File: config.mk
export PLATFORM = sky130hd
export DESIGN_NAME = tmed_ram
export DESIGN_NICKNAME = d
export VERILOG_FILES = /design/src/rtl/timed_midi_event_dispatcher_assert.svh /design/src/rtl/tmed_ram.sv
export SDC_FILE = /design/constraint.sdc
export NUM_CORES = 1
export LEC_CHECK = 0
export ABC_AREA = 1
export BUFFER_PORTS_ARGS = -buffer_cell sky130_fd_sc_hd__buf_2
export CAP_MARGIN = 20
export CORE_MARGIN = 5
export CORE_UTILIZATION = 47
export CTS_BUF_LIST = sky130_fd_sc_hd__clkbuf_8
export CTS_CLUSTER_SIZE = 30
export DETAILED_ROUTE_END_ITERATION = 6
export GPL_TIMING_DRIVEN = 0
export PLACE_DENSITY = 0.75
export REMOVE_ABC_BUFFERS = 1
export SETUP_SLACK_MARGIN = 0.2
export SLEW_MARGIN = 25
export SYNTH_ARGS = -nofsm -noshare
export SYNTH_HDL_FRONTEND = slang
export SYNTH_SLANG_ARGS = --single-unit
File: constraint.sdc
create_clock -name i_clk -period 0.96 [get_ports i_clk]
set_clock_uncertainty 0.1 [all_clocks]
set_input_delay 0.048 -clock i_clk [delete_from_list [all_inputs] [get_ports i_clk]]
set_output_delay 0.048 -clock i_clk [all_outputs]
set_load 0.01 [all_outputs]
File: src/rtl/timed_midi_event_dispatcher_assert.svh
// ============================================================================
// Assertion macros for the timed MIDI event dispatcher
// Concurrent checks that compile away in synthesis builds.
// ============================================================================
`ifndef TIMED_MIDI_EVENT_DISPATCHER_ASSERT_SVH
`define TIMED_MIDI_EVENT_DISPATCHER_ASSERT_SVH

`ifndef SYNTHESIS
// same-cycle implication
`define TMED_ASSERT_IMPL(label, clk, rst_n, ante, cons) \
    label: assert property (@(posedge clk) disable iff (!(rst_n)) (ante) |-> (cons)) \
        else $error("tmed assertion failed");
// next-cycle implication
`define TMED_ASSERT_NEXT(label, clk, rst_n, ante, cons) \
    label: assert property (@(posedge clk) disable iff (!(rst_n)) (ante) |=> (cons)) \
        else $error("tmed assertion failed");
`else
`define TMED_ASSERT_IMPL(label, clk, rst_n, ante, cons)
`define TMED_ASSERT_NEXT(label, clk, rst_n, ante, cons)
`endif

`endif

File: src/rtl/tmed_ram.sv
`timescale 1ns / 1ps
// ============================================================================
// tmed_ram
// Simple dual-port memory: one write port, one read port, registered read.
// ============================================================================
module tmed_ram #(
    parameter int WIDTH = 8,
    parameter int DEPTH = 2,
    parameter int AW    = (DEPTH > 1) ? $clog2(DEPTH) : 1
) (
    input  logic             i_clk,
    input  logic             i_we,
    input  logic [AW-1:0]    i_waddr,
    input  logic [WIDTH-1:0] i_wdata,
    input  logic [AW-1:0]    i_raddr,
    output logic [WIDTH-1:0] o_rdata
);

    logic [WIDTH-1:0] r_mem [DEPTH];

    always_ff @(posedge i_clk) begin
        if (i_we) begin
            r_mem[i_waddr] <= i_wdata;
        end
        o_rdata <= r_mem[i_raddr];
    end

endmodule

==> results.cfg, run 1 <==
[synthesis]
synth_largest_area_cell = edfxtp_1
synth_area_leaders = edfxtp_1 (63%), dfxtp_1 (21%), nand2_1 (12%), buf_6 (1.5%), inv_1 (0.99%)
synthMuxAreaShare_pct = 0
synth_xor_area_share_pct = 0
netlist.area_leader.share_pct = 63.2
synth_top_family_by_area = simple AND/OR/NAND/NOR gates
yosys_warnings = 0
synth_cell_type_count = 7
synthAdderAreaFrac_pct = 0
synth_area_per_cell_um2 = 14.1
seq_area_frac_synth_pct = 84.2
ys_seq_elements = 24
synth.cell_area_um2 = 761
synth_simple_gate_area_share_pct = 12.8
syn-instance-count = 54
synth-compound-area-share_pct = 0

[worst_setup_path]
critPathBufInv = 1
crit_fanout = 1
start_kind = register
crit_chain = buf_2
cp_slowest_cell = dfxtp_1
crit_family = flip-flops
critical_path_arrival_ns = 0.69
path_depth = 1
r2r-end = o_rdata[0]
required_ns = 0.81
crit_start = o_rdata[7]
critPathCaptureType = output port
endpoint = o_rdata[7]
critPathMaxStageDelay_ns = 0.31
path_class = register to output port
rrSetupSlack_ns = 0.26
r2r_cells = 2
r2r-start = r_mem[1][0]

[min_path]
min-delay-start = i_wdata[7]
hold_class = primary input to register

[sta]
slew_headroom_pct = 73.3
setup_viol = 0
tightestPinTransition_ns = 0.400
whs_ns = -0.124
hold_violations = 16
slew_viol_final = 0
min_period_ns = 0.837
fmax_mhz = 1190
min_period_over_period_pct = 87.2
grt_setup_unrepaired = true
setup_ws_ns = 0.123

[clock_tree]
cts_tree = built
cts_buffers = 3
clkSlewWorstSetupHoldPaths_ns = 0.07
clockRootBuffer = clkbuf_8
cts_max_path_buffers = 2
cts_sinks = 24
htreeDepth = 1
cts_setup_buffers = 0
clk-insertion-delay-late_ns = 0.25

[place]
hpwl_um = 691
io_buffers = 19
pre_cts_slack_ns = -0.203
place_congestion = 0.618
dp.cells = 88

[routing]
dr.pass1.iters = 2
post_drt_wl_per_cell_um = 10.8
drtAntennaViolNets = 0
route.detailed.drc = 0
wirelength_um = 983
vias_per_cell = 4.55
drt_iter0_drc = 3
vias = 414

[cells_and_area]
area_delta_synth_final_pct = 20.4
fin_util_pct = 60.1
fillers = 127
regArea_um2 = 642
instances_no_fill = 91
multiInputGateArea_um2 = 100
antenna_cells = 0
nNetsFinal = 89
drive_gt1_share_pct = 33.3

[job]
cap_viol_max_count = 0

[status]
violations = hold timing
outcome = finished, violations left

[grt]
grt-ovfl-total = 0
grt_use_total_pct = 8.66
grt_pass1_vias = 383
grt_max_degree = 13
grt_first_pass_wirelength_um = 1570
antenna_found_initial = 0

[floorplanning]
dieArea_mm2 = 0.00252
boundaryPins = 20
start_util_pct = 49.9
rows = 14
fp.coreArea_mm2 = 0.00152
die_height_um = 50.2
die_x_um = 50.2

[power_and_ir_drop]
irDropWorstVdd_v = 0.00130
power_mw = 1.87
p_per_area_mw_per_mm2 = 2050
p_leak_nw = 0.409
[state kept, by name (all words and copies together), names as in the netlist]
register  flops
r_mem        16
o_rdata       8
[layout by cell type (no fill, tap or decap)]
cell,n
nand2_1,25
buf_2,18
edfxtp_1,16
dfxtp_1,7
clkbuf_8,3
inv_1,2
inv_2,1
nor2_2,1
dfxtp_2,1
buf_6,1
[cells by family (layout without fill, tap and decap cells)]
logic type / Yosys count / count (layout)
simple gates: 26 / 26
flops: 24 / 24
buf+inv: 4 / 25
[worst min-delay path by stage]
stage / slack [ns] / cells after the start / endpoint
2_1_floorplan: 0.05 / 0 / r_mem[0][0]
3_3_place_gp: 0.14 / 1 / r_mem[1][0]
3_5_place_dp: 0.14 / 1 / r_mem[0][0]
4_1_cts: -0.13 / 1 / r_mem[0][7]
5_1_grt: -0.14 / 1 / r_mem[1][3]
6_report: -0.12 / 1 / r_mem[1][7]
[stage by stage]
stage | hold slack, ns | setup TNS (ns) | cell area, um2
floorplan | 0.0469 | 0 | 749
finish | -0.124 | 0 | 916
CTS | -0.131 | 0 | 908
global placement | 0.135 | -1.47 | 865
detailed placement | 0.139 | -1.62 | 865
global route | -0.136 | 0 | 916
[report_power, final]
group	switching [mW]	internal, mW
clock network	0.268	0.279
logic	0.0735	0.0549
registers	0.0164	1.18
[cell type report]
| class | count | area share, % |
|---|---|---|
| timing repair buffer | 19 | 11.1 |
| inverter | 3 | 1.23 |
| sequential | 24 | 70.1 |
| multi-input combinational | 26 | 10.9 |
| clock buffer | 3 | 4.51 |
| tap | 16 | 2.19 |
[cells in the mapped netlist (all sizes together)]
| cell | number |
|---|---|
| nand2 | 25 |
| nor2 | 1 |
| inv | 3 |
| dfxtp | 8 |
| buf | 1 |
| edfxtp | 16 |
[routing by layer]
metal | part of all wire (%) | global-route usage (%) | vias to the layer above
met4 | 0 | 5.24 | 0
met1 | 36 | 8.02 | 184
met2 | 56 | 15.3 | 12
met5 | 0 | 0 | -
li1 | - | - | 218
met3 | 7.9 | 3.85 | 0
[repair_timing]
item,in CTS,in global routing
endpoints found under the hold margin,16,16
setup endpoints to repair,16,8
resized for setup,1,2
[worst register-to-register path: cells and delay by family (launching register included)]
family / cells / cell delay [ns]
flip-flops: 1 / 0.37
AND/OR/NAND/NOR: 2 / 0.12
Power figures use the tool's default switching activity.
==> run 2: changes to the inputs <==
--- a/config.mk
+++ b/config.mk
@@ -14,7 +14,7 @@
 export CTS_CLUSTER_SIZE = 30
 export DETAILED_ROUTE_END_ITERATION = 6
 export GPL_TIMING_DRIVEN = 0
-export PLACE_DENSITY = 0.75
+export PLACE_DENSITY = 0.71
 export REMOVE_ABC_BUFFERS = 1
 export SETUP_SLACK_MARGIN = 0.2
 export SLEW_MARGIN = 25
==> run 2 against run 1 <==
Compared with the run above:
- the flow still finishes with violations (hold timing)
- clock-buffer cell count unchanged
- worst setup slack got worse by 0.0044 ns
- cell count grew 1.1%
- clock power increased by 55%
- register-to-register slack about the same
- fmax down 0.53%
- die area stayed put
- first-iteration DRC count increased to 3.0 times the previous value
- combinational power hardly changed
- flip-flop and latch count did not move
- critical path type unchanged
- critical endpoint unchanged
==> results.cfg, run 2 (synthesized netlist as in run 1, its figures left out) <==
[status]
outcome = finished, violations left
violations = hold timing

[cells_and_area]
final_common_cell = nand2_1
regMostFlops = r_mem
area_delta_synth_final_pct = 24.3
biggestRegsByFlops = r_mem x16, o_rdata x8
fillers = 120
drive_gt1_share_pct = 34.2
nNetsFinal = 89
fin_util_pct = 62.1
largest_reg_flops = 16
mostFrequentLayoutCells = nand2_1 (25), buf_2 (18), edfxtp_1 (16)
antenna_cells = 0

[sta]
tns_ns = 0
slew_headroom_pct = 72.6
min_period_ns = 0.842
min_period_over_period_pct = 87.7
hold_violations = 16
setup_viol = 0
tightestPinTransition_ns = 0.411
slew_viol_final = 0
whs_ns = -0.126
fmax_mhz = 1190
grt_setup_unrepaired = true

[worst_setup_path]
required_ns = 0.81
critPathMaxStageDelay_ns = 0.32
critical_path_arrival_ns = 0.69
rrSetupSlack_ns = 0.26
critPathBufInv = 1
critPathCaptureType = output port
crit_fanout = 1
start_kind = register
path_class = register to output port
crit_family = flip-flops
crit_chain = buf_2
cp_slowest_cell = dfxtp_1

[power_and_ir_drop]
p_per_area_mw_per_mm2 = 2300
power_mw = 2.17
p_leak_nw = 0.424
irDropWorstVdd_v = 0.00135

[routing]
post_drt_wl_per_cell_um = 10.6
drtAntennaViolNets = 0
vias = 421
met3WireLength_um = 87
route.detailed.drc = 0
vias_per_cell = 4.58
wirelength_um = 978
top_layer_used = met3
dr.pass1.iters = 3
wl_met1_um = 363
dr_wl_met2_um = 527
drt_iter0_drc = 9

[place]
hpwl_um = 701
io_buffers = 19
place_congestion = 0.617

[floorplanning]
die_height_um = 50.2
dieArea_mm2 = 0.00252
rows = 14
die_x_um = 50.2
fp.coreArea_mm2 = 0.00152
start_util_pct = 49.9
boundaryPins = 20

[grt]
grt_max_degree = 15
grt_use_total_pct = 8.67
grt_first_pass_wirelength_um = 1640
antenna_found_initial = 0
grt_pass1_vias = 385
grt-ovfl-total = 0

[clock_tree]
cts_tree = built
clockRootBuffer = clkbuf_8
cts_setup_buffers = 0
clkSlewWorstSetupHoldPaths_ns = 0.08
cts_buffers = 3
cts_sinks = 24
clk-insertion-delay-late_ns = 0.26
htreeDepth = 1
cts_max_path_buffers = 2

[job]
cap_viol_max_count = 0

[min_path]
hold_class = primary input to register
## run 2: final cells by class
type                    instances  area [um2]  area share [%]
clock buffers                   3        41.3            4.37
flip-flops and latches         24         642            67.9
repair buffers                 19         101            10.7
clock inverters                 1        30.0            3.17
multi-input cells              26         100            10.6
inverters                       3        11.3            1.19
well taps                      16        20.0            2.12
## run 2: where the power goes
group	switching (mW)	internal, mW
logic	0.0731	0.0549
registers	0.0172	1.18
clock network	0.289	0.556
total	0.380	1.79
## run 2: worst paths after layout
kind,startpoint,end,cells after the start
worst max-delay path,o_rdata[7],o_rdata[7],1
worst min-delay path,i_wdata[2],r_mem[0][2],1
worst max register to register,r_mem[1][6],o_rdata[6],2
worst min register to register,r_mem[0][0],o_rdata[0],2
## run 2: per-layer routing
layer	GRT usage, %	vias to the layer above
met2	14.2	11
li1	-	223
met1	9.39	187
met5	0	-
met3	4.14	0
met4	3.93	0
## run 2: timing repair
item | CTS | global route
endpoints found under the hold margin | 16 | 16
setup endpoints to repair | 16 | 9
pin swaps | 0 | 1
resized for setup | 1 | 2
## run 2: stage by stage
step           area, um2  instances  setup WS (ns)
6_report             946         92          0.118
5_1_grt              946         92         0.0894
4_1_cts              938         92          0.109
3_5_place_dp         865         88         -0.188
3_3_place_gp         865         88         -0.191
2_1_floorplan        749         53         0.0521
==> run 3: changes to the inputs <==
--- a/config.mk
+++ b/config.mk
@@ -15,6 +15,7 @@
 export DETAILED_ROUTE_END_ITERATION = 6
 export GPL_TIMING_DRIVEN = 0
 export PLACE_DENSITY = 0.71
+export RECOVER_POWER = 50
 export REMOVE_ABC_BUFFERS = 1
 export SETUP_SLACK_MARGIN = 0.2
 export SLEW_MARGIN = 25
==> run 3 against run 2 <==
Compared with the run above:
- the flow still finishes with violations (hold timing)
- via count shrank 0.24%
- routed wire length unchanged
- die area did not move
- combinational power about the same
- sequential power hardly changed
- largest cell class unchanged
- cell count did not move
- non-clock buffer count is the same
- power about the same
==> results.cfg, run 3 (synthesized netlist as in run 1, its figures left out) <==
[routing]
route.detailed.drc = 0
vias_per_cell = 4.57
vias = 420
wirelength_um = 978
drt_iter0_drc = 9
dr.pass1.iters = 3
drtAntennaViolNets = 0
post_drt_wl_per_cell_um = 10.6

[sta]
min_period_over_period_pct = 87.7
setup_viol = 0
tns_ns = 0
fmax_mhz = 1190
hold_violations = 16
whs_ns = -0.126
slew_viol_final = 0
slew_headroom_pct = 72.7
min_period_ns = 0.842
grt_setup_unrepaired = true
tightestPinTransition_ns = 0.409

[min_path]
hold_depth = 1
hold_class = primary input to register

[cells_and_area]
nNetsFinal = 89
mostFrequentLayoutCells = nand2_1 (25), buf_2 (16), edfxtp_1 (16)
fillers = 122
biggestRegsByFlops = r_mem x16, o_rdata x8
fin_util_pct = 61.9
antenna_cells = 0
area_delta_synth_final_pct = 24.0
multiInputGateArea_um2 = 100
regMostFlops = r_mem
drive_gt1_share_pct = 31.6
regArea_um2 = 642
final_common_cell = nand2_1
largest_reg_flops = 16

[worst_setup_path]
r2r_cells = 2
critPathCaptureType = output port
crit_chain = buf_2
path_class = register to output port
required_ns = 0.81
cp_slowest_cell = dfxtp_1
critPathBufInv = 1
critical_path_arrival_ns = 0.69
crit_family = flip-flops
start_kind = register
critPathMaxStageDelay_ns = 0.32
path_depth = 1
crit_fanout = 1

[clock_tree]
cts_max_path_buffers = 2
cts_tree = built
clkSlewWorstSetupHoldPaths_ns = 0.08
cts_setup_buffers = 0
clockRootBuffer = clkbuf_8
cts_sinks = 24
htreeDepth = 1
cts_buffers = 3
clk-insertion-delay-late_ns = 0.26

[power_and_ir_drop]
comb_power_share_pct = 5.8
p_leak_nw = 0.418
switching_share_pct = 17.5
switchingPower_uw = 379
clockPowerShare_pct = 38.9
pwr-share-seq_pct = 55.2
irDropWorstVdd_v = 0.00135
p_per_area_mw_per_mm2 = 2300
power_mw = 2.17
internal-power_mw = 1.79

[status]
violations = hold timing
outcome = finished, violations left

[grt]
antenna_found_initial = 0
grt_max_degree = 15
grt-ovfl-total = 0
grt_use_total_pct = 8.67
grt_first_pass_wirelength_um = 1640
grt_pass1_vias = 385

[floorplanning]
die_x_um = 50.2
fp.coreArea_mm2 = 0.00152
rows = 14
die_height_um = 50.2
boundaryPins = 20
dieArea_mm2 = 0.00252
start_util_pct = 49.9

[job]
cap_viol_max_count = 0

[place]
io_buffers = 19
place_congestion = 0.617
hpwl_um = 701
==> run 3: final timing paths <==
| kind | start | to | slack, ns |
|---|---|---|---|
| min reg2reg | r_mem[0][0] | o_rdata[0] | 0.34 |
| max | o_rdata[7] | o_rdata[7] | 0.12 |
| max reg2reg | r_mem[1][6] | o_rdata[6] | 0.26 |
| min | i_wdata[2] | r_mem[0][2] | -0.13 |
==> run 3: routing by layer <==
metal  routed length, um  up-vias  part of all wire [%]  GRT usage (%)
met3                  87        0                   8.9           4.14
met2                 526       11                    54           14.2
li1                    -      223                     -              -
met5                   0        -                     0              0
met1                 364      186                    37           9.39
met4                   0        0                     0           3.93
==> run 3: area by class of cell <==
type	count	area share, %
inverters	3	1.19
multi-input cells	26	10.6
repair buffers	19	10.5
clock inverters	1	3.18
well taps	16	2.12
clock buffers	3	4.38
flip-flops and latches	24	68.0
==> run 3: metrics by stage <==
step,setup WS [ns],instances,cell area (um2)
final,0.118,92,943
after global routing,0.0894,92,943
after CTS,0.109,92,938
after detailed placement,-0.188,88,865
after global placement,-0.191,88,865
after floorplan,0.0521,53,749
==> run 3: power by group through the flow <==
stage	clock network (mW)	registers (mW)	logic, mW
6_report	0.846	1.20	0.127
5_1_grt	0.907	1.21	0.144
4_1_cts	0.853	1.20	0.127
3_5_place_dp	0	1.22	0.125
3_3_place_gp	0	1.22	0.122
2_1_floorplan	0	1.24	0.0400
==> run 3: what timing repair did <==
item                                   4_1_cts  5_1_grt
resized for setup                            1        2
pin swaps                                    0        1
setup endpoints to repair                   16        9
cloned                                       0        0
endpoints found under the hold margin       16       16
