[src/rtl/timed_midi_event_dispatcher_assert.svh]
// ============================================================================
// Assertion macros for the timed MIDI event dispatcher
// Concurrent checks that compile away in synthesis builds.
// ============================================================================
`ifndef TIMED_MIDI_EVENT_DISPATCHER_ASSERT_SVH
`define TIMED_MIDI_EVENT_DISPATCHER_ASSERT_SVH

`ifndef SYNTHESIS
// same-cycle implication
`define TMED_ASSERT_IMPL(label, clk, rst_n, ante, cons) \
    label: assert property (@(posedge clk) disable iff (!(rst_n)) (ante) |-> (cons)) \
        else $error("tmed assertion failed");
// next-cycle implication
`define TMED_ASSERT_NEXT(label, clk, rst_n, ante, cons) \
    label: assert property (@(posedge clk) disable iff (!(rst_n)) (ante) |=> (cons)) \
        else $error("tmed assertion failed");
`else
`define TMED_ASSERT_IMPL(label, clk, rst_n, ante, cons)
`define TMED_ASSERT_NEXT(label, clk, rst_n, ante, cons)
`endif

`endif

[src/rtl/tmed_pkg.sv]
`timescale 1ns / 1ps
// ============================================================================
// tmed_pkg
// Shared types, codes and helpers of the timed MIDI event dispatcher.
// ============================================================================
package tmed_pkg;

    localparam int QUEUE_DEPTH_DEF = 32;
    localparam int CHANNELS_DEF    = 16;
    localparam int NOTES           = 128;
    localparam int NOTE_W          = 7;
    localparam int BLK_IDX_W       = 5;

    // input opcodes
    localparam logic [1:0] OP_SCHED = 2'd0;
    localparam logic [1:0] OP_TICK  = 2'd1;
    localparam logic [1:0] OP_PANIC = 2'd2;
    localparam logic [1:0] OP_CLEAR = 2'd3;

    // event kinds of a scheduled item
    localparam logic [1:0] EV_ON  = 2'd0;
    localparam logic [1:0] EV_OFF = 2'd1;
    localparam logic [1:0] EV_ALL = 2'd2;
    localparam logic [1:0] EV_CC  = 2'd3;

    // result kinds
    localparam logic [2:0] KIND_ON  = 3'd0;
    localparam logic [2:0] KIND_OFF = 3'd1;
    localparam logic [2:0] KIND_ALL = 3'd2;
    localparam logic [2:0] KIND_CC  = 3'd3;
    localparam logic [2:0] KIND_OVF = 3'd4;

    localparam logic [1:0] BLK_FIRST = 2'd0;
    localparam logic [1:0] BLK_LAST  = 2'd3;

    typedef struct packed {
        logic [2:0] kind;
        logic [4:0] ch;
        logic [6:0] note;
        logic [6:0] value;
        logic [6:0] ctl;
    } t_result;

    typedef struct packed {
        logic    push;
        logic    flush;
        t_result res;
    } t_ob_ctl;

    typedef struct packed {
        logic [31:0] due;
        logic [1:0]  kind;
        logic [4:0]  ch;
        logic [6:0]  note;
        logic [6:0]  value;
        logic [6:0]  ctl;
        logic [31:0] inst;
    } t_entry;

    typedef struct packed {
        logic        active;
        logic [31:0] inst;
    } t_note_word;

    function automatic t_result mk_res(logic [2:0] kind, logic [4:0] ch, logic [6:0] note,
                                       logic [6:0] value, logic [6:0] ctl);
        t_result r;
        r.kind  = kind;
        r.ch    = ch;
        r.note  = note;
        r.value = value;
        r.ctl   = ctl;
        return r;
    endfunction

endpackage

[src/rtl/tmed_obuf.sv]
`timescale 1ns / 1ps
// ============================================================================
// tmed_obuf
// One-deep hold stage plus output register; marks the final result of an item.
// ============================================================================
module tmed_obuf (
    input  logic             i_clk,
    input  logic             i_rst_n,
    input  tmed_pkg::t_ob_ctl i_ctl,
    output logic             o_ready,
    input  logic             i_stall,
    output logic             o_valid,
    output tmed_pkg::t_result o_res,
    output logic             o_last
);
    import tmed_pkg::*;

    logic    r_hv;
    t_result r_hold;
    logic    r_ov;
    t_result r_out;
    logic    r_last;
    logic    out_free;

    assign out_free = !r_ov || !i_stall;
    assign o_ready  = !r_hv || out_free;
    assign o_valid  = r_ov;
    assign o_res    = r_out;
    assign o_last   = r_last;

    always_ff @(posedge i_clk) begin
        if (!i_rst_n) begin
            r_hv <= 1'b0;
            r_ov <= 1'b0;
        end else begin
            if (out_free) begin
                r_ov <= 1'b0;
            end
            if (i_ctl.push && o_ready) begin
                // a newer result exists, so the held one is not the last
                if (r_hv) begin
                    r_ov   <= 1'b1;
                    r_out  <= r_hold;
                    r_last <= 1'b0;
                end
                r_hv   <= 1'b1;
                r_hold <= i_ctl.res;
            end else if (i_ctl.flush && o_ready && r_hv) begin
                r_ov   <= 1'b1;
                r_out  <= r_hold;
                r_last <= 1'b1;
                r_hv   <= 1'b0;
            end
        end
    end

endmodule

[config.mk]
export PLATFORM = sky130hd
export DESIGN_NAME = tmed_obuf
export DESIGN_NICKNAME = d
export VERILOG_FILES = /design/src/rtl/timed_midi_event_dispatcher_assert.svh /design/src/rtl/tmed_pkg.sv /design/src/rtl/tmed_obuf.sv
export SDC_FILE = /design/constraint.sdc
export NUM_CORES = 1
export LEC_CHECK = 0
export BUFFER_PORTS_ARGS = -buffer_cell sky130_fd_sc_hd__buf_2
export CORE_MARGIN = 4
export CORE_UTILIZATION = 43
export DETAILED_ROUTE_END_ITERATION = 10
export PLACE_DENSITY = 0.81
export SLEW_MARGIN = 10
export SYNTH_ARGS = -nofsm -noshare
export SYNTH_HDL_FRONTEND = slang
export SYNTH_SLANG_ARGS = --single-unit
[constraint.sdc]
create_clock -name i_clk -period 6.1 [get_ports i_clk]
set_input_delay 0.61 -clock i_clk [delete_from_list [all_inputs] [get_ports i_clk]]
set_output_delay 0.61 -clock i_clk [all_outputs]
set_load 0.02 [all_outputs]
==> results by group, run 1 <==
GRT
  • Total gr overflow: 0
  • Largest net degree at the start of global routing: 31
  • Initial antenna violation count: 0
  • GRT Util Overall: 12.7%
  • Vias in the first global route: 985
  • First-pass GRT wire length: 4710 um

STA
  • Max frequency: 0.633 GHz
  • Least-Margin Pin Slew: 0.374 ns
  • Min Tclk post-route: 1.58 ns
  • Slew Limit Fails: 0
  • Final Setup Violations: 0
  • Unrepaired setup endpoints after global routing: no
  • Worst slew margin: 75.1%
  • Fin crit share: 25.9%
  • Worst Skew: 0.00671 ns
  • Hold slack: 0.418 ns
  • Final Hold Fails: 0
  • Final setup TNS: 0 ns

Synth
  • Synth cell count leaders: edfxtp_1, dfxtp_1, inv_1, nand2_1
  • Syn_area_per_cell: 26.1 um2
  • Ys Warns: 0
  • Top cells by area, synth: edfxtp_1, dfxtp_1, nor3b_2
  • Cells after synthesis: 72
  • Synth Cell Area: 1880 um2
  • Post-synthesis sequential area ratio: 96.5%
  • Flops & latches, synth: 61
  • Post-synth EDFFs: 59
  • Most frequent cell after synthesis: edfxtp_1
  • Main synth FF type: edfxtp_1
  • Distinct cell type count after synthesis: 11
  • Largest area contributor in the netlist: edfxtp_1
  • Top cell type's share of synthesized area: 94.4%
  • Syn nets: 106
  • Async set-reset flop share out of synthesis: 0%

Pwr
  • Leak: 0.953 nW
  • PwrDens: 338 nW/um2
  • Worst vdd ir: 0.172 mV

Placed design
  • PortBufs: 65
  • Placed insts: 189
  • Gpl congestion: 0.681

Setup path
  • Worst R2R End: o_res[11]
  • Worst Path Required: 5.49 ns
  • Critical Path Start Type: primary input
  • Critical path cell sequence: buf_2 -> nand3_2 -> buf_2
  • CP Buf/Inv Count: 2
  • Max stage delay on crit path: 0.17 ns
  • CP max stage cell: buf_2
  • WS Path Type: primary input to output port
  • Worst EP arrival: 0.97 ns
  • Worst r2r src: r_hv
  • CP max FO: 3
  • Reg2Reg Depth: 3
  • R2r setup slk: 4.68 ns
  • Crit end category: output port
  • Critical path's most frequent cell: buf_2
  • CP top delay family: buffers and inverters

Detailed routing
  • WL per Instance: 15.1 um
  • Drt first pass iters: 4
  • Initial DRC count: 66
  • Met2 WL: 1450 um
  • DRC Markers: 0
  • Uppermost layer routed: met4
  • DRT met1 WL: 1220 um
  • Vias/cell: 4.53
  • DR vias: 929
  • Total wire length: 3090 um
  • Met3 WL: 370 um
  • ANT nets after route: 0

Final layout
  • Nets: 184
  • Final Non-Filler Cells: 205
  • Share of cells above drive strength 1: 52.9%
  • # diodes: 0
  • Synth-to-Final Area Change: 31.4%
  • FILL cells: 325
  • Post-Route Utilization: 59.9%

CTS
  • Post-CTS Setup Bufs: 0
  • H-tree levels: 3
  • Clk sink count: 61
  • Num CTS Buffers: 9
  • Latest clock arrival within the worst-skew pair: 0.32 ns
  • Clk slew on worst S/H paths: 0.06 ns
  • Post-CTS sizing: 0
  • CTS Hold Bufs: 0
  • TritonCTS clock tree: done
  • Buffer depth of the longest clock path: 2
  • CTS Root Cell: clkbuf_8

Floorplanning
  • I/O pins: 66
  • Total core area: 4120 um2
  • Initial Util: 45.6%
  • Row count: 23
  • Die height: 74.1 um
  • Chip width: 74.1 um
  • Die Area: 5490 um2

Flow run
  • Max Cap Viol: 0

Worst hold path
  • Hold Crit Depth: 0
  • Worst hold path class: register to register
  • Endpoint, Worst Hold: o_res[28]
  • Hold Startpoint: r_hold[28]

Outcome
  • Status: finished clean
-- layout by cell type, fill, tap and decap left out, types with 2 or more instances in the layout --
cell	Yosys	final
nand2_1	2	2
clkbuf_8	0	9
clkinv_1	0	3
inv_1	2	2
dfxtp_1	2	2
edfxtp_1	59	59
clkinv_2	0	3
buf_2	0	65
buf_4	0	2
-- cell type report --
cell class | count | area [um2] | area share [%]
clock inverters | 7 | 56.3 | 2.28
repair buffers | 67 | 340 | 13.8
clock buffers | 9 | 124 | 5.02
multi-input cells | 9 | 63.8 | 2.59
inverters | 2 | 7.51 | 0.304
well taps | 50 | 62.6 | 2.54
flip-flops and latches | 61 | 1810 | 73.5
-- stage by stage --
| stage | total power, W | worst slack, ns | area (um2) |
|---|---|---|---|
| after floorplan | 0.000503 | 3.76 | 1880 |
| after detailed placement | 0.000524 | 4.33 | 2290 |
| after CTS | 0.000844 | 4.51 | 2470 |
| after global routing | 0.000870 | 4.45 | 2470 |
| final | 0.000833 | 4.52 | 2470 |
| after global placement | 0.000521 | 4.41 | 2290 |
-- sequential cells by signal (all words and copies together) (netlist names) --
register and count:
o_valid 1, o_res 29, r_hold 29, r_hv 1, o_last 1
-- logic make-up (layout without fill, tap and decap cells) --
group	after synthesis	count (layout)	synth area share (%)
simple gates	5	5	1.93
compound gates	4	4	1.13
flops	61	61	96.5
buf+inv	2	85	0.400
-- report_power, final --
| part | leakage [nW] | internal (W) | switching (W) |
|---|---|---|---|
| combinational | 0.296 | 0.0000130 | 0.0000210 |
| sequential | 0.562 | 0.000476 | 0.00000400 |
| clock | 0.0953 | 0.000182 | 0.000137 |
| total | 0.953 | 0.000671 | 0.000162 |
-- worst max-delay path by stage --
stage                   start  cells after the start        end
global placement    i_ctl[30]                      4  o_res[27]
global route             r_hv                      2    o_ready
finish                i_stall                      3    o_ready
CTS                   o_valid                      2    o_ready
floorplan           i_ctl[29]                      2     o_last
detailed placement  i_ctl[30]                      4   o_res[1]
-- layer usage --
layer	up-vias	track usage, %
li1	441	-
met1	426	14.4
met2	57	18.8
met3	5	6.08
met4	0	9.05
met5	-	0
(Power assumes the default switching activity.)
==> run 2: changes to the inputs <==
ABC_AREA = 1   (was not set)
PLACE_DENSITY = 0.84   (was 0.81)
clock period = 1.3 ns   (was 6.1 ns; I/O delays follow)
==> run 2 against run 1 <==
  * Register-to-register slack worse by 4.6 ns
  * Synthesized cell count up 2.8%
  * Clock power rose to 5.5 times the previous value
==> results by group, run 2 <==
STA
  • Hold slack: 0.0867 ns (-0.331 ns)
  • Max frequency: 0.830 GHz
  • Worst Skew: 0.0124 ns (+0.00567 ns)
  • Min Tclk post-route: 1.20 ns
  • Final Hold Fails: 0 (unchanged)
  • Unrepaired setup endpoints after global routing: no
  • Fin crit share: 92.6%
  • Worst slew margin: 83.8% (+8.7 points)
  • Final setup TNS: 0 ns (unchanged)
  • Least-Margin Pin Slew: 0.242 ns (-0.132 ns)
  • Final Setup Violations: 0 (unchanged)
  • Slew Limit Fails: 0 (unchanged)

Setup path
  • Max stage delay on crit path: 0.38 ns (+0.21 ns)
  • Critical path cell sequence: nand2_1 -> clkinv_1 -> o211ai_2 -> inv_4 -> buf_12
  • Critical Path Start Type: register
  • Worst EP arrival: 1.23 ns (+0.26 ns)
  • Worst Path Required: 1.33 ns (-4.16 ns)
  • CP Buf/Inv Count: 3 (+1)
  • CP max FO: 21 (+18)
  • CP max stage cell: dfxtp_1
  • WS Path Type: register to register
  • CP top delay family: flip-flops
  • Crit end category: register

Final layout
  • Nets: 216 (+17%)
  • Most common cell after layout, fill and taps aside: buf_2
  • Final Non-Filler Cells: 237 (+16%)
  • # diodes: 0 (unchanged)
  • Share of cells above drive strength 1: 48.1% (-4.8 points)
  • Most frequent cells in the layout: buf_2, edfxtp_1, dlygate4sd3_1
  • Synth-to-Final Area Change: 51.6%
  • Post-Route Utilization: 69.3% (+9.3 points)
  • FILL cells: 253 (-22%)

CTS
  • CTS Hold Bufs: 29 (+29)
  • Clk sink count: 61 (unchanged)
  • Clk slew on worst S/H paths: 0.07 ns (about the same)
  • H-tree levels: 3 (unchanged)
  • CTS Root Cell: clkbuf_8
  • Buffer depth of the longest clock path: 2 (unchanged)
  • Post-CTS sizing: 0 (unchanged)
  • Latest clock arrival within the worst-skew pair: 0.33 ns (about the same)
  • Post-CTS Setup Bufs: 0 (unchanged)
  • TritonCTS clock tree: done
  • Num CTS Buffers: 9 (unchanged)

Synth
  • Post-synth EDFFs: 59 (unchanged)
  • Main synth FF type: edfxtp_1
  • Synth cell count leaders: edfxtp_1, nand2_1, dfxtp_1, nand3_1
  • Most frequent cell after synthesis: edfxtp_1
  • Async set-reset flop share out of synthesis: 0% (unchanged)
  • Synth Cell Area: 1880 um2 (+0.20%)
  • Ys Warns: 0 (unchanged)
  • Syn_area_per_cell: 25.4 um2 (-2.5%)
  • Post-synthesis sequential area ratio: 96.3% (-0.19 points)
  • Top cells by area, synth: edfxtp_1, dfxtp_1, nand2_1
  • Cells after synthesis: 74 (+2.8%)
  • Syn nets: 108 (+1.9%)
  • Flops & latches, synth: 61 (unchanged)
  • Largest area contributor in the netlist: edfxtp_1
  • Top cell type's share of synthesized area: 94.2% (-0.19 points)
  • Distinct cell type count after synthesis: 10 (-1)

Pwr
  • PwrDens: 1500 nW/um2 (+350%)
  • Leak: 1.11 nW (+16%)
  • Worst vdd ir: 0.599 mV (+250%)

Detailed routing
  • DRC Markers: 0 (unchanged)
  • DR vias: 1044 (+12%)
  • Drt first pass iters: 5 (+1)
  • ANT nets after route: 0 (unchanged)
  • WL per Instance: 15.7 um (+4.2%)
  • Initial DRC count: 77 (+17%)
  • Vias/cell: 4.41 (-2.8%)
  • Total wire length: 3720 um (+20%)

Worst hold path
  • Worst hold path class: primary input to register

GRT
  • First-pass GRT wire length: 5480 um (+16%)
  • Vias in the first global route: 1121 (+14%)
  • GRT Util Overall: 14.8% (+2.1 points)
  • Total gr overflow: 0 (unchanged)
  • Initial antenna violation count: 0 (unchanged)
  • Largest net degree at the start of global routing: 30 (-3.2%)

Placed design
  • Post-DP HPWL: 2310 um
  • Gpl congestion: 0.732 (+7.5%)
  • Placed insts: 192 (+1.6%)
  • PortBufs: 65 (unchanged)

Floorplanning
  • Die Area: 5500 um2 (+0.18%)
  • Chip width: 74.1 um (about the same)
  • Total core area: 4120 um2 (unchanged)
  • Die height: 74.1 um (about the same)
  • Row count: 23 (unchanged)
  • Initial Util: 45.7% (+0.091 points)
  • I/O pins: 66 (unchanged)

Flow run
  • Max Cap Viol: 0 (unchanged)

Outcome
  • Status: finished clean
-- run 2: cell type report --
class / count / area (um2) / share of cell area (%)
flip-flops and latches: 61 / 1820 / 63.7
repair buffers: 97 / 663 / 23.3
clock buffers: 9 / 124 / 4.35
clock inverters: 7 / 90.1 / 3.16
multi-input cells: 10 / 77.6 / 2.72
well taps: 50 / 62.6 / 2.19
inverters: 3 / 17.5 / 0.615
-- run 2: per-stage QoR --
stage                     power (W)  setup slack, ns  instance area [um2]
after floorplan             0.00238          -0.0973                 1910
after global placement      0.00249            0.153                 2350
after detailed placement    0.00250           0.0972                 2350
after CTS                   0.00432           0.0790                 2850
after global routing        0.00444           0.0241                 2850
final                       0.00429           0.0956                 2850
-- run 2: final timing paths --
check	start	slack, ns	depth (start not counted)	end
setup / recovery	r_hv	0.1	5	o_res[14]
hold / removal	i_rst_n	0.09	3	o_valid
setup reg to reg	r_hv	0.1	5	o_res[14]
hold reg to reg	r_hold[3]	0.42	0	o_res[3]
-- run 2: metal layers --
metal	GRT usage [%]	share of wire, %	vias up
met3	4.05	8.6	8
met1	16.8	39	477
met4	8.05	2.6	0
met5	0	0	-
li1	-	-	504
met2	25.2	50	55
-- run 2: cell families after synthesis --
logic type	after synthesis	share of synthesized area (%)
compound gates	1	0.665
flops	61	96.3
simple gates	9	2.40
buf+inv	3	0.598
-- run 2: worst reg2reg max path: stages, from the launching register on --
cell      delay, ns
dfxtp_1        0.38
nand2_1        0.08
clkinv_1       0.07
o211ai_2       0.13
inv_4          0.09
buf_12         0.16
-- run 2: where the power goes --
part / leakage, nW / switching (W) / internal [W]
sequential: 0.564 / 0.0000228 / 0.00224
combinational: 0.438 / 0.000133 / 0.000134
clock: 0.107 / 0.000690 / 0.00107
==> run 3: changes to the inputs <==
PLACE_DENSITY = 0.81   (was 0.84)
clock period = 1.5 ns   (was 1.3 ns; I/O delays follow)
==> run 3 against run 2 <==
  * Fmax decreased by 0.60%
  * Sequential share of layout area increased by 7.3 points
  * Routed wire length decreased by 13%
  * Core utilization decreased by 7.2 points
  * Hold slack got worse by 0.073 ns
  * Count of clock-buffer cells in the layout increased by 5
  * Worst setup slack improved by 0.19 ns
  * Die area unchanged
  * Power decreased by 23%
  * Largest power group unchanged
==> results by group, run 3 (synthesis results as in run 2) <==
Final layout
  • Synth-to-Final Area Change: 35.8%
  • Most common cell after layout, fill and taps aside: buf_2
  • # diodes: 0 (unchanged)
  • FILL cells: 282 (+11%)
  • Final Non-Filler Cells: 214 (-9.7%)
  • Register Area: 1810 um2 (-0.14%)
  • Multi-input logic area: 65.1 um2 (-16%)
  • Share of cells above drive strength 1: 51.8% (+3.7 points)
  • Most frequent cells in the layout: buf_2, edfxtp_1, clkbuf_8
  • Nets: 193 (-11%)

Floorplanning
  • Die Area: 5500 um2 (unchanged)
  • Total core area: 4120 um2 (unchanged)
  • Chip width: 74.1 um (unchanged)
  • I/O pins: 66 (unchanged)
  • Die height: 74.1 um (unchanged)
  • Row count: 23 (unchanged)
  • Initial Util: 45.7% (unchanged)

Setup path
  • WS Path Type: register to register
  • Crit end category: register
  • CP max FO: 30 (+43%)
  • Worst EP arrival: 1.22 ns (about the same)
  • Critical Path Start Type: register
  • Worst Path Required: 1.51 ns (+0.18 ns)

Worst hold path
  • Worst hold path class: primary input to register

Pwr
  • Internal: 0.00266 W (-23%)
  • Leak: 0.986 nW (-11%)
  • PwrDens: 1300 nW/um2 (-14%)
  • Switching share of power: 19.7% (about the same)
  • Clock network fraction of total power: 35.4% (-5.6 points)
  • Comb pwr share: 5.4% (-0.8 points)
  • Power Total: 0.00332 W (-23%)
  • Sw Pwr: 0.000653 W (-23%)
  • Sequential fraction of design power: 59.2% (+6.4 points)
  • Worst vdd ir: 0.680 mV (+14%)

Placed design
  • Gpl congestion: 0.691 (-5.6%)
  • Placed insts: 191 (-0.52%)
  • Worst slack at placement: 0.284 ns (+0.187 ns)
  • PortBufs: 65 (unchanged)
  • Post-DP HPWL: 2220 um (-3.7%)

Outcome
  • Status: finished clean

CTS
  • CTS Root Cell: clkbuf_8
  • Num CTS Buffers: 9 (unchanged)
  • Latest clock arrival within the worst-skew pair: 0.31 ns (-0.02 ns)
  • Buffer depth of the longest clock path: 2 (unchanged)
  • Clk sink count: 61 (unchanged)
  • TritonCTS clock tree: done
  • H-tree levels: 3 (unchanged)
  • Post-CTS Setup Bufs: 0 (unchanged)
  • Clk slew on worst S/H paths: 0.06 ns (about the same)

Detailed routing
  • Total wire length: 3250 um (-13%)
  • WL per Instance: 15.2 um (-3.3%)
  • Drt first pass iters: 4 (-1)
  • Initial DRC count: 81 (+5.2%)
  • DR vias: 966 (-7.5%)
  • ANT nets after route: 0 (unchanged)
  • DRC Markers: 0 (unchanged)
  • Vias/cell: 4.51 (+2.5%)

Flow run
  • Max Cap Viol: 0 (unchanged)

STA
  • Unrepaired setup endpoints after global routing: no
  • Worst setup margin: 0.288 ns (+0.193 ns)
  • Slew Limit Fails: 0 (unchanged)
  • Min Tclk post-route: 1.21 ns (+0.00725 ns)
  • Worst slew margin: 86.6% (+2.8 points)
  • Final Setup Violations: 0 (unchanged)
  • Final setup TNS: 0 ns (unchanged)
  • Fin crit share: 80.8% (-12 points)
  • Worst Skew: 0.00753 ns (-0.00485 ns)
  • Final Hold Fails: 0 (unchanged)
  • Max frequency: 0.825 GHz (-0.60%)
  • Least-Margin Pin Slew: 0.200 ns (-0.0417 ns)

GRT
  • Largest net degree at the start of global routing: 31 (+3.3%)
  • GRT Util Overall: 12.5% (-2.3 points)
  • First-pass GRT wire length: 4920 um (-10%)
  • Vias in the first global route: 997 (-11%)
  • Initial antenna violation count: 0 (unchanged)
  • Total gr overflow: 0 (unchanged)
==> run 3: stage by stage <==
| stage | cell area [um2] | utilization (%) | hold WS, ns |
|---|---|---|---|
| 2_1_floorplan | 1890 | - | 0.249 |
| 3_3_place_gp | 2320 | 56.4 | 0.329 |
| 3_5_place_dp | 2320 | 56.4 | 0.328 |
| 4_1_cts | 2510 | 61.1 | 0.000177 |
| 5_1_grt | 2550 | 62.1 | 0.00326 |
| 6_report | 2550 | 62.1 | 0.0139 |
==> run 3: power groups by stage <==
stage	Combinational [W]	Clock, W	Sequential [W]
2_1_floorplan	0.0000340	0	0.00203
3_3_place_gp	0.000158	0	0.00199
3_5_place_dp	0.000165	0	0.00200
4_1_cts	0.000172	0.00120	0.00196
5_1_grt	0.000193	0.00130	0.00197
6_report	0.000178	0.00117	0.00196
==> run 3: area by class of cell <==
| class | count | area share (%) |
|---|---|---|
| Clock inverter | 2 | 0.392 |
| Tap cell | 50 | 2.45 |
| Clock buffer | 14 | 5.98 |
| Sequential cell | 61 | 71.0 |
| Timing Repair Buffer | 74 | 17.1 |
| Inverter | 3 | 0.588 |
| Multi-Input combinational cell | 10 | 2.55 |
==> run 3: critical path: stages (launching register included) <==
cell,delay (ns)
dfxtp_1,0.37
nand2_1,0.07
clkinv_1,0.07
o211ai_2,0.11
inv_2,0.09
buf_12,0.19
==> run 3: routing by layer <==
layer  track usage, %  part of all wire, %  wire, um
met5                0                    0         0
met1             13.5                   36      1160
met3             4.73                  8.6       279
met4             6.04                  1.3        41
met2             21.6                   54      1770
==> run 3: final timing paths <==
check	startpoint	endpoint	slack, ns	cells after the start
max reg2reg	r_hv	o_res[15]	0.29	5
min	i_ctl[25]	r_hold[25]	0.01	1
min reg2reg	r_hold[5]	o_res[5]	0.41	0
max	r_hv	o_res[15]	0.29	5
==> run 3: repair_timing <==
action	CTS	global route
gates resized for setup	0	0
hold buffers	3	4
hold endpoints to repair	3	4
